$ cat config.mk
export PLATFORM = sky130hd
export DESIGN_NAME = column_field_edge_tracker_unit
export DESIGN_NICKNAME = d
export VERILOG_FILES = /design/src/rtl/cfet_pkg.sv /design/src/rtl/column_field_edge_tracker_unit.sv
export VERILOG_INCLUDE_DIRS = /design/src /design/src/rtl
export SDC_FILE = /design/constraint.sdc
export NUM_CORES = 2
export LEC_CHECK = 0
export BUFFER_PORTS_ARGS = -buffer_cell sky130_fd_sc_hd__buf_2
export CORE_MARGIN = 2
export CORE_UTILIZATION = 44
export DETAILED_ROUTE_END_ITERATION = 8
export PLACE_DENSITY_LB_ADDON = 0.08
export SYNTH_ARGS = -nofsm -noshare
export SYNTH_HDL_FRONTEND = slang
export SYNTH_SLANG_ARGS = --single-unit
$ cat constraint.sdc
create_clock -name clk -period 10.5 [get_ports clk]
set_input_delay 3.15 -clock clk [delete_from_list [all_inputs] [get_ports clk]]
set_output_delay 3.15 -clock clk [all_outputs]
set_load 0.01 [all_outputs]
$ cat src/rtl/column_field_edge_tracker_unit_defines.svh
// ----------------------------------------------------------------------------
// column field edge tracker assertion macros
// concurrent check wrappers; empty when SYNTHESIS is defined
// ----------------------------------------------------------------------------
`ifndef COLUMN_FIELD_EDGE_TRACKER_UNIT_DEFINES_SVH
`define COLUMN_FIELD_EDGE_TRACKER_UNIT_DEFINES_SVH

`ifndef SYNTHESIS
`define CFET_ASSERT_NOW(lbl, ante, cons) \
	lbl: assert property (@(posedge clk) disable iff (!arst_n) (ante) |-> (cons)) \
		else $error("cfet check failed");
`define CFET_ASSERT_NEXT(lbl, ante, cons) \
	lbl: assert property (@(posedge clk) disable iff (!arst_n) (ante) |=> (cons)) \
		else $error("cfet check failed");
`else
`define CFET_ASSERT_NOW(lbl, ante, cons)
`define CFET_ASSERT_NEXT(lbl, ante, cons)
`endif

`endif

$ cat src/rtl/cfet_pkg.sv
// ----------------------------------------------------------------------------
// cfet_pkg
// shared constants, codes and the reciprocal table of the column edge tracker
// ----------------------------------------------------------------------------
`default_nettype none

package cfet_pkg;

	localparam int MAX_COLUMNS = 64;
	localparam int COL_W       = $clog2(MAX_COLUMNS);
	localparam logic [COL_W-1:0] LAST_COL = COL_W'(MAX_COLUMNS - 1);

	localparam int ROW_W  = 12;
	localparam int EDGE_W = 13;
	localparam logic [EDGE_W-1:0] UNTOUCHED = 13'h1FFF;
	localparam logic [ROW_W-1:0]  ROW_MAX   = 12'hFFF;

	localparam int PER_W  = 7;
	localparam int REM_W  = 6;
	localparam int DIV_W  = 20;
	localparam int RCP_W  = 21;
	localparam int RCP_SH = 20;

	localparam int CFG_IDX_W  = 3;
	localparam int CFG_DATA_W = 13;

	localparam logic [CFG_IDX_W-1:0] REG_FIELD  = 3'd0;
	localparam logic [CFG_IDX_W-1:0] REG_LINE   = 3'd1;
	localparam logic [CFG_IDX_W-1:0] REG_PERIOD = 3'd2;
	localparam logic [CFG_IDX_W-1:0] REG_MINRUN = 3'd3;
	localparam logic [CFG_IDX_W-1:0] REG_WIDTH  = 3'd4;
	localparam logic [CFG_IDX_W-1:0] REG_HEIGHT = 3'd5;

	localparam logic [1:0] CMD_CLEAR  = 2'd0;
	localparam logic [1:0] CMD_SAMPLE = 2'd1;
	localparam logic [1:0] CMD_FINISH = 2'd2;
	localparam logic [1:0] CMD_QUERY  = 2'd3;

	localparam logic KIND_FINISH = 1'b0;
	localparam logic KIND_QUERY  = 1'b1;

	localparam logic [1:0] STAT_ALL  = 2'd0;
	localparam logic [1:0] STAT_NONE = 2'd1;
	localparam logic [1:0] STAT_FILL = 2'd2;

	// floor(2^20 / p) up to p = 64, a period of zero acts as one and larger periods as 64
	function automatic logic [RCP_W-1:0] cfet_rcp(input logic [PER_W-1:0] p);
		case (p)
			7'd0:  cfet_rcp = 21'd1048576;
			7'd1:  cfet_rcp = 21'd1048576;
			7'd2:  cfet_rcp = 21'd524288;
			7'd3:  cfet_rcp = 21'd349525;
			7'd4:  cfet_rcp = 21'd262144;
			7'd5:  cfet_rcp = 21'd209715;
			7'd6:  cfet_rcp = 21'd174762;
			7'd7:  cfet_rcp = 21'd149796;
			7'd8:  cfet_rcp = 21'd131072;
			7'd9:  cfet_rcp = 21'd116508;
			7'd10: cfet_rcp = 21'd104857;
			7'd11: cfet_rcp = 21'd95325;
			7'd12: cfet_rcp = 21'd87381;
			7'd13: cfet_rcp = 21'd80659;
			7'd14: cfet_rcp = 21'd74898;
			7'd15: cfet_rcp = 21'd69905;
			7'd16: cfet_rcp = 21'd65536;
			7'd17: cfet_rcp = 21'd61680;
			7'd18: cfet_rcp = 21'd58254;
			7'd19: cfet_rcp = 21'd55188;
			7'd20: cfet_rcp = 21'd52428;
			7'd21: cfet_rcp = 21'd49932;
			7'd22: cfet_rcp = 21'd47662;
			7'd23: cfet_rcp = 21'd45590;
			7'd24: cfet_rcp = 21'd43690;
			7'd25: cfet_rcp = 21'd41943;
			7'd26: cfet_rcp = 21'd40329;
			7'd27: cfet_rcp = 21'd38836;
			7'd28: cfet_rcp = 21'd37449;
			7'd29: cfet_rcp = 21'd36157;
			7'd30: cfet_rcp = 21'd34952;
			7'd31: cfet_rcp = 21'd33825;
			7'd32: cfet_rcp = 21'd32768;
			7'd33: cfet_rcp = 21'd31775;
			7'd34: cfet_rcp = 21'd30840;
			7'd35: cfet_rcp = 21'd29959;
			7'd36: cfet_rcp = 21'd29127;
			7'd37: cfet_rcp = 21'd28339;
			7'd38: cfet_rcp = 21'd27594;
			7'd39: cfet_rcp = 21'd26886;
			7'd40: cfet_rcp = 21'd26214;
			7'd41: cfet_rcp = 21'd25575;
			7'd42: cfet_rcp = 21'd24966;
			7'd43: cfet_rcp = 21'd24385;
			7'd44: cfet_rcp = 21'd23831;
			7'd45: cfet_rcp = 21'd23301;
			7'd46: cfet_rcp = 21'd22795;
			7'd47: cfet_rcp = 21'd22310;
			7'd48: cfet_rcp = 21'd21845;
			7'd49: cfet_rcp = 21'd21399;
			7'd50: cfet_rcp = 21'd20971;
			7'd51: cfet_rcp = 21'd20560;
			7'd52: cfet_rcp = 21'd20164;
			7'd53: cfet_rcp = 21'd19784;
			7'd54: cfet_rcp = 21'd19418;
			7'd55: cfet_rcp = 21'd19065;
			7'd56: cfet_rcp = 21'd18724;
			7'd57: cfet_rcp = 21'd18396;
			7'd58: cfet_rcp = 21'd18078;
			7'd59: cfet_rcp = 21'd17772;
			7'd60: cfet_rcp = 21'd17476;
			7'd61: cfet_rcp = 21'd17189;
			7'd62: cfet_rcp = 21'd16912;
			7'd63: cfet_rcp = 21'd16644;
			default: cfet_rcp = 21'd16384;
		endcase
	endfunction

endpackage

`default_nettype wire

$ cat src/rtl/column_field_edge_tracker_unit.sv
// ----------------------------------------------------------------------------
// column_field_edge_tracker_unit
// per-column field run tracking, frame finish fill and interpolated edge query
// ----------------------------------------------------------------------------
// Commands arrive on the s_ stream (tuser selects clear, sample, finish or
// query); finish and query each return one item on the m_ stream. Column
// state lives in two small synchronous RAMs (edge row and run length) with
// valid bits per column, so a clear only resets those bits. A sample has x
// split into column and remainder by a two-stage reciprocal divider; when it
// falls on a column, the run-length entry is then read, modified and written
// back. A query that hits a column exactly or lies at or past the last one
// takes no second division; one that interpolates sends the weighted sum
// through the divider a second time. A finish makes one pass over the valid
// bits to classify the frame and one pass writing filled entries. After any
// configuration write the column count is recomputed through the divider,
// which holds s_tready low while it runs; the same happens once after reset.
`default_nettype none

module column_field_edge_tracker_unit (
	input  wire logic                               clk,
	input  wire logic                               arst_n,
	input  wire logic                               cfg_we,
	input  wire logic [cfet_pkg::CFG_IDX_W-1:0]     cfg_index,
	input  wire logic [cfet_pkg::CFG_DATA_W-1:0]    cfg_data,
	input  wire logic                               s_tvalid,
	output logic                                    s_tready,
	// pixel_x [11:0], pixel_y [23:12], pixel_label [31:24]
	input  wire logic [31:0]                        s_tdata,
	// command [1:0]
	input  wire logic [1:0]                         s_tuser,
	output logic                                    m_tvalid,
	input  wire logic                               m_tready,
	// edge_row [11:0], frame_status [13:12], zero [15:14]
	output logic [15:0]                             m_tdata,
	// result_kind [0]
	output logic [0:0]                              m_tuser
);
	import cfet_pkg::*;

	`include "column_field_edge_tracker_unit_defines.svh"

	typedef enum logic [3:0] {
		S_IDLE, S_DIV, S_DIVD, S_SUPD, S_QMUL, S_QSUM, S_SCAN, S_FILL, S_RES
	} state_t;

	typedef enum logic [1:0] {
		JOB_NCOL, JOB_SAMPLE, JOB_QPOS, JOB_QINT
	} job_t;

	// configuration
	logic [7:0]        field_q, line_q, minr_q;
	logic [PER_W-1:0]  per_q;
	logic [11:0]       width_q;
	logic [12:0]       height_q;

	always_ff @(posedge clk or negedge arst_n) begin
		if (!arst_n) begin
			field_q  <= 8'd1;
			line_q   <= 8'd2;
			per_q    <= 7'd10;
			minr_q   <= 8'd5;
			width_q  <= 12'd320;
			height_q <= 13'd240;
		end else if (cfg_we) begin
			case (cfg_index)
				REG_FIELD:  field_q  <= cfg_data[7:0];
				REG_LINE:   line_q   <= cfg_data[7:0];
				REG_PERIOD: per_q    <= cfg_data[PER_W-1:0];
				REG_MINRUN: minr_q   <= cfg_data[7:0];
				REG_WIDTH:  width_q  <= cfg_data[11:0];
				REG_HEIGHT: height_q <= cfg_data[12:0];
				default: ;
			endcase
		end
	end

	logic [PER_W-1:0] p_eff;
	logic [RCP_W-1:0] rcp;
	assign p_eff = (per_q == '0) ? PER_W'(1) : per_q;
	assign rcp   = cfet_rcp(p_eff);

	// reciprocal divider pipeline
	logic [DIV_W-1:0]       dn_q;
	logic [DIV_W+RCP_W-1:0] prod_s1;
	logic [DIV_W-1:0]       dn_s1;
	logic [DIV_W-1:0]       qe_s2, qp_s2, dn_s2;
	logic [DIV_W+PER_W-1:0] qp_full;
	logic [DIV_W-1:0]       qe_w, rem, rem_fix, div_q;
	logic                   fix;
	logic [REM_W-1:0]       div_r;

	assign qe_w    = prod_s1[RCP_SH+DIV_W-1:RCP_SH];
	assign qp_full = (DIV_W+PER_W)'(qe_w) * (DIV_W+PER_W)'(p_eff);

	always_ff @(posedge clk) begin
		prod_s1 <= (DIV_W+RCP_W)'(dn_q) * (DIV_W+RCP_W)'(rcp);
		dn_s1   <= dn_q;
		qe_s2   <= qe_w;
		qp_s2   <= qp_full[DIV_W-1:0];
		dn_s2   <= dn_s1;
	end

	assign rem     = dn_s2 - qp_s2;
	assign fix     = rem >= DIV_W'(p_eff);
	assign rem_fix = fix ? rem - DIV_W'(p_eff) : rem;
	assign div_q   = qe_s2 + DIV_W'(fix);
	assign div_r   = rem_fix[REM_W-1:0];

	// control state
	state_t              state_q;
	job_t                job_q;
	logic                dwait_q;
	logic                dirty_q;
	logic [COL_W-1:0]    lastc_q;
	logic [COL_W-1:0]    col_q, scan_q;
	logic [ROW_W-1:0]    y_q;
	logic [7:0]          label_q;
	logic [REM_W-1:0]    r_q;
	logic                single_q, v0_q, v1_q;
	logic                seen_q, unseen_q;
	logic [DIV_W-1:0]    pa_q, pb_q;
	logic                res_kind_q;
	logic [ROW_W-1:0]    res_row_q;
	logic [1:0]          res_stat_q;
	logic [MAX_COLUMNS-1:0] vld_q, rvld_q;

	// memories
	logic [ROW_W-1:0] edge_mem [MAX_COLUMNS];
	logic [7:0]       run_mem [MAX_COLUMNS];
	logic [ROW_W-1:0] edge_rd0, edge_rd1;
	logic [7:0]       run_rd;
	logic             edge_we, run_we;
	logic [COL_W-1:0] edge_wa, ra0, ra1;
	logic [ROW_W-1:0] edge_wd;
	logic [7:0]       run_old, run_new;
	logic [ROW_W-1:0] fill;
	logic [12:0]      h1;
	logic             is_line, is_field;

	assign ra0 = (div_q >= DIV_W'(lastc_q)) ? lastc_q : div_q[COL_W-1:0];
	assign ra1 = ra0 + COL_W'(1);

	always_ff @(posedge clk) begin
		if (edge_we)
			edge_mem[edge_wa] <= edge_wd;
		edge_rd0 <= edge_mem[ra0];
		edge_rd1 <= edge_mem[ra1];
	end

	always_ff @(posedge clk) begin
		if (run_we)
			run_mem[col_q] <= run_new;
		run_rd <= run_mem[div_q[COL_W-1:0]];
	end

	assign is_line  = label_q == line_q;
	assign is_field = !is_line && (label_q == field_q);
	assign run_old  = rvld_q[col_q] ? run_rd : 8'd0;
	assign run_new  = (run_old == 8'hFF) ? run_old : run_old + 8'd1;
	assign h1       = height_q - 13'd1;
	assign fill     = (height_q == '0) ? '0 : ((h1 > 13'(ROW_MAX)) ? ROW_MAX : h1[ROW_W-1:0]);

	always_comb begin
		edge_we = 1'b0;
		edge_wa = col_q;
		edge_wd = y_q;
		run_we  = 1'b0;
		case (state_q)
			S_SUPD: begin
				if (is_field) begin
					run_we  = 1'b1;
					edge_we = run_new >= minr_q;
				end
			end
			S_FILL: begin
				edge_wa = scan_q;
				if (!seen_q) begin
					edge_we = 1'b1;
					edge_wd = fill;
				end else if (!vld_q[scan_q]) begin
					edge_we = 1'b1;
					edge_wd = '0;
				end
			end
			default: ;
		endcase
	end

	// query operands, untouched columns take part as the marker
	logic [EDGE_W-1:0] qa, qb;
	logic [PER_W-1:0]  pmr;
	assign qa  = v0_q ? EDGE_W'(edge_rd0) : UNTOUCHED;
	assign qb  = v1_q ? EDGE_W'(edge_rd1) : UNTOUCHED;
	assign pmr = p_eff - PER_W'(r_q);

	assign s_tready = (state_q == S_IDLE) && !dirty_q;

	always_ff @(posedge clk or negedge arst_n) begin
		if (!arst_n) begin
			state_q    <= S_IDLE;
			job_q      <= JOB_NCOL;
			dwait_q    <= 1'b0;
			dirty_q    <= 1'b1;
			lastc_q    <= '0;
			col_q      <= '0;
			scan_q     <= '0;
			y_q        <= '0;
			label_q    <= '0;
			r_q        <= '0;
			single_q   <= 1'b0;
			v0_q       <= 1'b0;
			v1_q       <= 1'b0;
			seen_q     <= 1'b0;
			unseen_q   <= 1'b0;
			pa_q       <= '0;
			pb_q       <= '0;
			dn_q       <= '0;
			res_kind_q <= KIND_FINISH;
			res_row_q  <= '0;
			res_stat_q <= STAT_ALL;
			vld_q      <= '0;
			rvld_q     <= '0;
			m_tvalid   <= 1'b0;
			m_tdata    <= '0;
			m_tuser    <= '0;
		end else begin
			if (m_tvalid && m_tready)
				m_tvalid <= 1'b0;
			case (state_q)
				S_IDLE: begin
					if (dirty_q) begin
						dn_q    <= DIV_W'(width_q);
						job_q   <= JOB_NCOL;
						dwait_q <= 1'b0;
						dirty_q <= 1'b0;
						state_q <= S_DIV;
					end else if (s_tvalid) begin
						y_q     <= s_tdata[23:12];
						label_q <= s_tdata[31:24];
						dn_q    <= DIV_W'(s_tdata[11:0]);
						dwait_q <= 1'b0;
						case (s_tuser)
							CMD_CLEAR: begin
								vld_q  <= '0;
								rvld_q <= '0;
							end
							CMD_SAMPLE: begin
								job_q   <= JOB_SAMPLE;
								state_q <= S_DIV;
							end
							CMD_FINISH: begin
								scan_q   <= '0;
								seen_q   <= 1'b0;
								unseen_q <= 1'b0;
								state_q  <= S_SCAN;
							end
							CMD_QUERY: begin
								job_q   <= JOB_QPOS;
								state_q <= S_DIV;
							end
							default: ;
						endcase
					end
				end
				S_DIV: begin
					if (dwait_q)
						state_q <= S_DIVD;
					else
						dwait_q <= 1'b1;
				end
				S_DIVD: begin
					case (job_q)
						JOB_NCOL: begin
							lastc_q <= (div_q > DIV_W'(LAST_COL)) ? LAST_COL
								: div_q[COL_W-1:0];
							state_q <= S_IDLE;
						end
						JOB_SAMPLE: begin
							col_q <= div_q[COL_W-1:0];
							if (div_r != '0 || div_q > DIV_W'(lastc_q))
								state_q <= S_IDLE;
							else
								state_q <= S_SUPD;
						end
						JOB_QPOS: begin
							r_q      <= div_r;
							single_q <= (div_q >= DIV_W'(lastc_q)) || (div_r == '0);
							v0_q     <= vld_q[ra0];
							v1_q     <= vld_q[ra1];
							state_q  <= S_QMUL;
						end
						JOB_QINT: begin
							res_kind_q <= KIND_QUERY;
							res_stat_q <= STAT_ALL;
							res_row_q  <= (div_q > DIV_W'(ROW_MAX)) ? ROW_MAX
								: div_q[ROW_W-1:0];
							state_q    <= S_RES;
						end
						default: state_q <= S_IDLE;
					endcase
				end
				S_SUPD: begin
					if (is_field) begin
						rvld_q[col_q] <= 1'b1;
						if (run_new >= minr_q)
							vld_q[col_q] <= 1'b1;
					end else if (!is_line) begin
						rvld_q[col_q] <= 1'b0;
					end
					state_q <= S_IDLE;
				end
				S_QMUL: begin
					if (single_q) begin
						res_kind_q <= KIND_QUERY;
						res_stat_q <= STAT_ALL;
						res_row_q  <= (qa > EDGE_W'(ROW_MAX)) ? ROW_MAX : qa[ROW_W-1:0];
						state_q    <= S_RES;
					end else begin
						pa_q    <= DIV_W'(qa) * DIV_W'(pmr);
						pb_q    <= DIV_W'(qb) * DIV_W'(r_q);
						state_q <= S_QSUM;
					end
				end
				S_QSUM: begin
					dn_q    <= pa_q + pb_q;
					job_q   <= JOB_QINT;
					dwait_q <= 1'b0;
					state_q <= S_DIV;
				end
				S_SCAN: begin
					seen_q   <= seen_q | vld_q[scan_q];
					unseen_q <= unseen_q | !vld_q[scan_q];
					if (scan_q == lastc_q) begin
						scan_q  <= '0;
						state_q <= S_FILL;
					end else begin
						scan_q <= scan_q + COL_W'(1);
					end
				end
				S_FILL: begin
					if (!seen_q || !vld_q[scan_q])
						vld_q[scan_q] <= 1'b1;
					if (scan_q == lastc_q) begin
						res_kind_q <= KIND_FINISH;
						res_row_q  <= '0;
						res_stat_q <= !seen_q ? STAT_NONE : (unseen_q ? STAT_FILL : STAT_ALL);
						state_q    <= S_RES;
					end else begin
						scan_q <= scan_q + COL_W'(1);
					end
				end
				S_RES: begin
					if (!m_tvalid || m_tready) begin
						m_tvalid <= 1'b1;
						m_tdata  <= {2'b00, res_stat_q, res_row_q};
						m_tuser  <= res_kind_q;
						state_q  <= S_IDLE;
					end
				end
				default: state_q <= S_IDLE;
			endcase
			if (cfg_we)
				dirty_q <= 1'b1;
		end
	end

	// checks
	`CFET_ASSERT_NOW(a_out_from_res, $rose(m_tvalid), $past(state_q == S_RES))
	`CFET_ASSERT_NOW(a_edge_wr_range, edge_we, edge_wa <= lastc_q)
	`CFET_ASSERT_NOW(a_supd_range, state_q == S_SUPD, col_q <= lastc_q)
	`CFET_ASSERT_NEXT(a_accept_leaves_idle, s_tvalid && s_tready && s_tuser != CMD_CLEAR,
		state_q != S_IDLE)

endmodule

`default_nettype wire

# Word level (Yosys, flattened, before mapping)
# Memory sizes are Yosys's and may differ from the RTL's. A register that Yosys moved wholly into a read port is not among the register bits.
# Index checks and enable logic that the tools add are counted.
# classes
n_bitwise	9
n_addsub	9
n_lt_le_gt_ge	14
muxes	100
n_eq_ne	41
reduce_logical	52
n_mul	4
# ops
operator	count
64-bit 2-to-1 mux	8
64-bit bitwise OR	3
64-bit case mux with 3 select lines	1
64-bit case mux with 2 select lines	1
12-bit 2-to-1 mux	10
64-bit bitwise AND	1
64-bit inverter	1
6-bit 2-to-1 mux	9
20-bit by 21-bit multiplier with 40-bit output	1
20-bit 2-to-1 mux	2
20-bit case mux with 2 select lines	1
12-bit case mux with 3 select lines	1
4-bit case mux with 8 select lines	1
6-bit by 7-bit less-than comparator with 1-bit output (second input constant)	4
1-bit 2-to-1 mux	28
4-bit 2-to-1 mux	7
13-bit by 12-bit > comparator with 1-bit output (second input constant)	2
13-bit 2-to-1 mux	2
2-bit AND reduction	13
1-bit binary-select mux with 6-bit select	4
2-bit != test (second input constant)	11
21-bit 2-to-1 mux	1
20-bit by 1-bit adder with 20-bit output	1
20-bit by 19-bit adder with 20-bit output	1
other kinds (63)	115
# word_totals
rom_bits	1344
mem_count	3
ram_bits	1280
in_bits	55
regBits	451
# mem_list
memory	depth	width	read_ports	rd_ports_with_merged_regs	wr	line	text
(no name shown)	64	21	1	0	0	cfet_pkg.sv:48	case (p)
edge_mem	64	12	2	2	1	column_field_edge_tracker_unit.sv:128	logic [ROW_W-1:0] edge_mem [MAX_COLUMNS];
run_mem	64	8	1	1	1	column_field_edge_tracker_unit.sv:129	logic [7:0] run_mem [MAX_COLUMNS];

# Depth between registers and ports, before layout
# depth
depth_word	10
ltp_mapped	48

# Least setup slack after synthesis
# OpenSTA, ideal clock, no wires.
# synth_path
path_type	register to register
from	register per_q[3]
to	register edge_rd1[1] (read register of edge_mem)
path_stages_with_launch	47
slack_ns	0.380
setup_time_ns	0.120
synth_period_minus_slack_ns	10.120
arrival_ns	10.000
cell_sequence	dfstp_2 > clkbuf_1 > clkbuf_1 > nor2_1 > nand2_1 > nor3_1 > or2_2 > clkbuf_1 > clkbuf_1 > ha_1 > inv_1 > fa_1 > a21oi_1 > o21bai_1 > a21o_1 > a21oi_1 > nor2b_1 > o21ai_0 > [11 not listed] > a21oi_1 > nor2_1 > nand2_4 > mux2i_1 > buf_4 > inv_2 > buf_6 > buf_2 > clkbuf_1 > buf_1 > ha_1 > clkbuf_1 > clkbuf_1 > clkbuf_1 > mux4_2 > mux4_2 > a22oi_1 > nand2_1
# synth_between
elab_chain_cells	7
# synth_lines
item	line	text
start, declared	column_field_edge_tracker_unit.sv:52	logic [PER_W-1:0] per_q;
start signal, assigned	column_field_edge_tracker_unit.sv:68	REG_PERIOD: per_q <= cfg_data[PER_W-1:0];
7-bit logical NOT	column_field_edge_tracker_unit.sv:79	assign p_eff = (per_q == '0) ? PER_W'(1) : per_q;
7-bit 2-to-1 mux (*)	column_field_edge_tracker_unit.sv:79	
20-bit by 7-bit >= comparator with 1-bit output (*)	column_field_edge_tracker_unit.sv:104	assign fix = rem >= DIV_W'(p_eff);
20-bit by 1-bit adder with 20-bit output (*)	column_field_edge_tracker_unit.sv:106	assign div_q = qe_s2 + DIV_W'(fix);
via div_q[3]	column_field_edge_tracker_unit.sv:88	logic [DIV_W-1:0] qe_w, rem, rem_fix, div_q;
20-bit by 6-bit >= comparator with 1-bit output	column_field_edge_tracker_unit.sv:140	assign ra0 = (div_q >= DIV_W'(lastc_q)) ? lastc_q : div_q[COL_W-1:0];
6-bit 2-to-1 mux (*)	column_field_edge_tracker_unit.sv:140	
6-bit by 1-bit adder with 6-bit output (*)	column_field_edge_tracker_unit.sv:141	assign ra1 = ra0 + COL_W'(1);
end, declared	column_field_edge_tracker_unit.sv:130	logic [ROW_W-1:0] edge_rd0, edge_rd1;
# Mark *: on every way through the listed nets, which the timed path passes. The rest lies on a longest branch.
# A chain may end at the register's enable or synchronous reset.

# Worst setup path after layout
# layout_path
from	register per_q[3]
to	register prod_s1[35]
# layout_between
elab_chain_cells	5
# layout_lines
item	line	text
7-bit logical NOT	column_field_edge_tracker_unit.sv:79	
7-bit 2-to-1 mux (*)	column_field_edge_tracker_unit.sv:79	
memory read 64 x 21 bit	n/a	
21-bit 2-to-1 mux (*)	cfet_pkg.sv:48	
20-bit by 21-bit multiplier with 40-bit output (*)	column_field_edge_tracker_unit.sv:96	prod_s1 <= (DIV_W+RCP_W)'(dn_q) * (DIV_W+RCP_W)'(rcp);
end signal, assigned	column_field_edge_tracker_unit.sv:96	
end, declared	column_field_edge_tracker_unit.sv:84	logic [DIV_W+RCP_W-1:0] prod_s1;
# Mark *: on every way between the ends. The rest lies on a longest branch, timed or not.

==> reports/metrics.yaml <==
floorplanning:
  die_area_sq_mm: 0.2372
  start_util: 0.4419
  core_sq_mm: 0.2323
  rows: 177
  die_h_microns: 487.0
  ioPinCount: 74
  die_w_microns: 487.0
drt:
  wl_per_cell_microns: 26.05
  first_pass_iters: 6
  num_vias: 65820
  antenna_left: 0
  wirelength_mm: 296.4
  drtIter0Drc: 5480
  drc: 0
  avgViaCountPerCell: 5.785
clocking:
  root_buffer: "clkbuf_16"
  clk_pin_slew_ps: 60
  cts_setup_buffers: 0
  tritoncts: "yes"
  clockBufferDepth: 3
  cts-hold-fix-buffers: 0
  clock-sinks: 1743
  cts_max_level: 4
  cts_resized: 0
  clkLatencyLatePin_ps: 860
  numCtsBuffers: 194
synthesis:
  synth_edf_count: 1280
  postSynthRegisterBits: 1743
  syn_area_per_cell_sq_um: 12.63
  synth_flop_cell: "edfxtp_1"
  synth-seq-area-share: 0.4810
  synth_area_leaders: "edfxtp_1, fa_1, mux4_2"
  async_flop_share: 0.1899
  yosysMostFrequentCell: "edfxtp_1"
  netlist_instances: 8129
  yosysWarnings: 0
  synth.top_cell.area_share: 0.3744
  yosysTopAreaCell: "edfxtp_1"
  synth.distinct_cells: 82
  netlist_area_sq_mm: 0.1026
  netlist_top_cells_count: "edfxtp_1, nand2_1, mux2i_1, inv_1, fa_1"
global_route:
  gr-max-usage-layer: "met2"
  use_met3: 0.02717
  grt_antenna_before_repair: 10
  gr-usage-met2: 0.4142
  use_met1: 0.3528
  grt_max_degree: 149
  grt_pass1_vias: 68413
  grt.overflow.total: 0
  grt_usage: 0.2511
  grt_pass1_wl_mm: 447.3
critical_path:
  cp_slowest_cell: "fa_1"
  path_class: "reg -> reg"
  slowest_delay_ps: 580
  worstPathArrival_ps: 10720
  crit_family: "adder cells"
  cp-start-kind: "flop"
  path_max_fanout: 14
  worst_setup_path_end_kind: "flop"
  crit_top_cell: "fa_1"
  cp_data_required_time_ps: 11200
  cp.buffers_inverters: 6
timing:
  maxSlewViolCount: 0
  hold_viol_final: 0
  relSlewSlack: 0.2160
  fin_crit_sh: 0.9542
  timing.fmax_ghz: 0.09981
  rsz0062_at_grt: "false"
  min_period_ps: 10020
  setup_tns_ps: 0
  skew_ps: 70.67
  whs_ps: 291.8
  setup_viol: 0
  worst_pin_slew_ps: 1176
placement:
  dp_hpwl_mm: 200.9
  port_buffers: 71
  globalplace.congestion: 0.8562
layout:
  regArea_sq_mm: 0.04938
  area_growth_pct: 11.23
  drive_above_1_share: 0.1521
  final_nets: 9034
  num-fill-cells: 20433
  multiInputGateArea_sq_mm: 0.04922
flow_run:
  drv_cap: 0
run_status:
  status: "finished, final reports clean"
hold_path:
  hold_class: "reg -> reg"
-- worst reg2reg max path, delay by kind of cell, from the launching register on --
kind	cells	cell delay [ps]
AO/OA/AOI/OAI	10	2190
XOR/XNOR	1	130
adder cells (fa/ha/maj)	9	4190
buffers and inverters	6	660
AND/OR/NAND/NOR	11	2200
flip-flops	1	520
-- per-stage QoR --
step | setup WS, ps | util | std cells | instance area [sq um]
floorplan | 380.3 | - | 8130 | 102700
global placement | 335.5 | 0.4634 | 11001 | 107700
detailed placement | 267.6 | 0.4634 | 11001 | 107700
CTS | 193.3 | 0.4913 | 11368 | 114100
global route | 35.44 | 0.4914 | 11372 | 114200
finish | 480.6 | 0.4915 | 11378 | 114200
-- path summary, 6_finish.rpt --
path | from | to | slack [ps] | cells after the start
worst max register to register | per_q[3] | prod_s1[35] | 480 | 37
min in group asynchronous | arst_n | y_q[10] | 2230 | 1
max in group asynchronous | arst_n | rvld_q[3] | 6830 | 2
worst min-delay path | dn_s1[15] | dn_s2[15] | 290 | 0
worst min register to register | dn_s1[15] | dn_s2[15] | 290 | 0
worst max-delay path | per_q[3] | prod_s1[35] | 480 | 37
-- layout by cell type, fill, tap and decap left out, types with 29 or more instances in the layout --
| cell | n |
|---|---|
| o22ai_1 | 33 |
| a31oi_1 | 43 |
| nor2b_1 | 43 |
| a21oi_1 | 265 |
| a22oi_1 | 66 |
| nand3_1 | 112 |
| buf_2 | 70 |
| mux4_2 | 403 |
| edfxtp_1 | 1280 |
| ha_1 | 310 |
| a21o_1 | 54 |
| nand4_1 | 30 |
| o21ai_0 | 291 |
| o21bai_1 | 30 |
| nor4_1 | 52 |
| xor2_1 | 50 |
| dfxtp_1 | 132 |
| dfrtp_1 | 315 |
| mux2i_1 | 750 |
| nand2b_1 | 72 |
| clkinv_2 | 37 |
| fa_1 | 511 |
| o21a_1 | 49 |
| nand2_1 | 857 |
| nor3_1 | 59 |
| clkbuf_16 | 198 |
| buf_4 | 259 |
| clkbuf_1 | 54 |
| xnor2_1 | 104 |
| and2_1 | 286 |
| mux2_2 | 101 |
| inv_1 | 627 |
| nor2_1 | 319 |
| o211ai_1 | 29 |
-- kinds of logic (layout without fill, tap and decap cells) --
logic type | after synthesis | after routing | share of synthesized area
AO/OA/AOI/OAI | 1036 | 1036 | 0.06231
XOR/XNOR | 158 | 158 | 0.01348
adder cells (fa/ha/maj) | 824 | 824 | 0.1378
buffers and inverters | 1164 | 1360 | 0.04393
flip-flops | 1743 | 1743 | 0.4810
multiplexers | 1259 | 1259 | 0.1732
other | 1 | 11 | 0.00003653
AND/OR/NAND/NOR | 1944 | 1944 | 0.08820
-- state kept, by name, summed over array words and instances, names as in the netlist, 13 cells and up --
name      flops
m_tdata      14
dn_q         20
run_mem     512
prod_s1      20
pa_q         20
height_q     13
dn_s1        20
qe_s2        20
qp_s2        20
edge_mem    768
dn_s2        20
vld_q        64
rvld_q       64
pb_q         19
-- cell type report --
type	instances	area share
Clock inverter	94	0.008997
Inverter	634	0.02097
Tap cell	3043	0.03335
Timing Repair Buffer	359	0.02518
Multi-Input combinational cell	5223	0.4311
Antenna cell	9	0.0001973
Clock buffer	273	0.04770
Sequential cell	1743	0.4325
-- layer usage --
metal	vias to the layer above	part of all wire	wire (microns)
met5	-	0	0
met4	0	0.028	8314
met3	381	0.049	14460
met2	1868	0.48	142700
met1	34340	0.44	131000
li1	29231	-	-
Power is left out: the tool's default activity adds up to more than one toggle a clock period on the data nets, which glitch-free logic cannot reach.
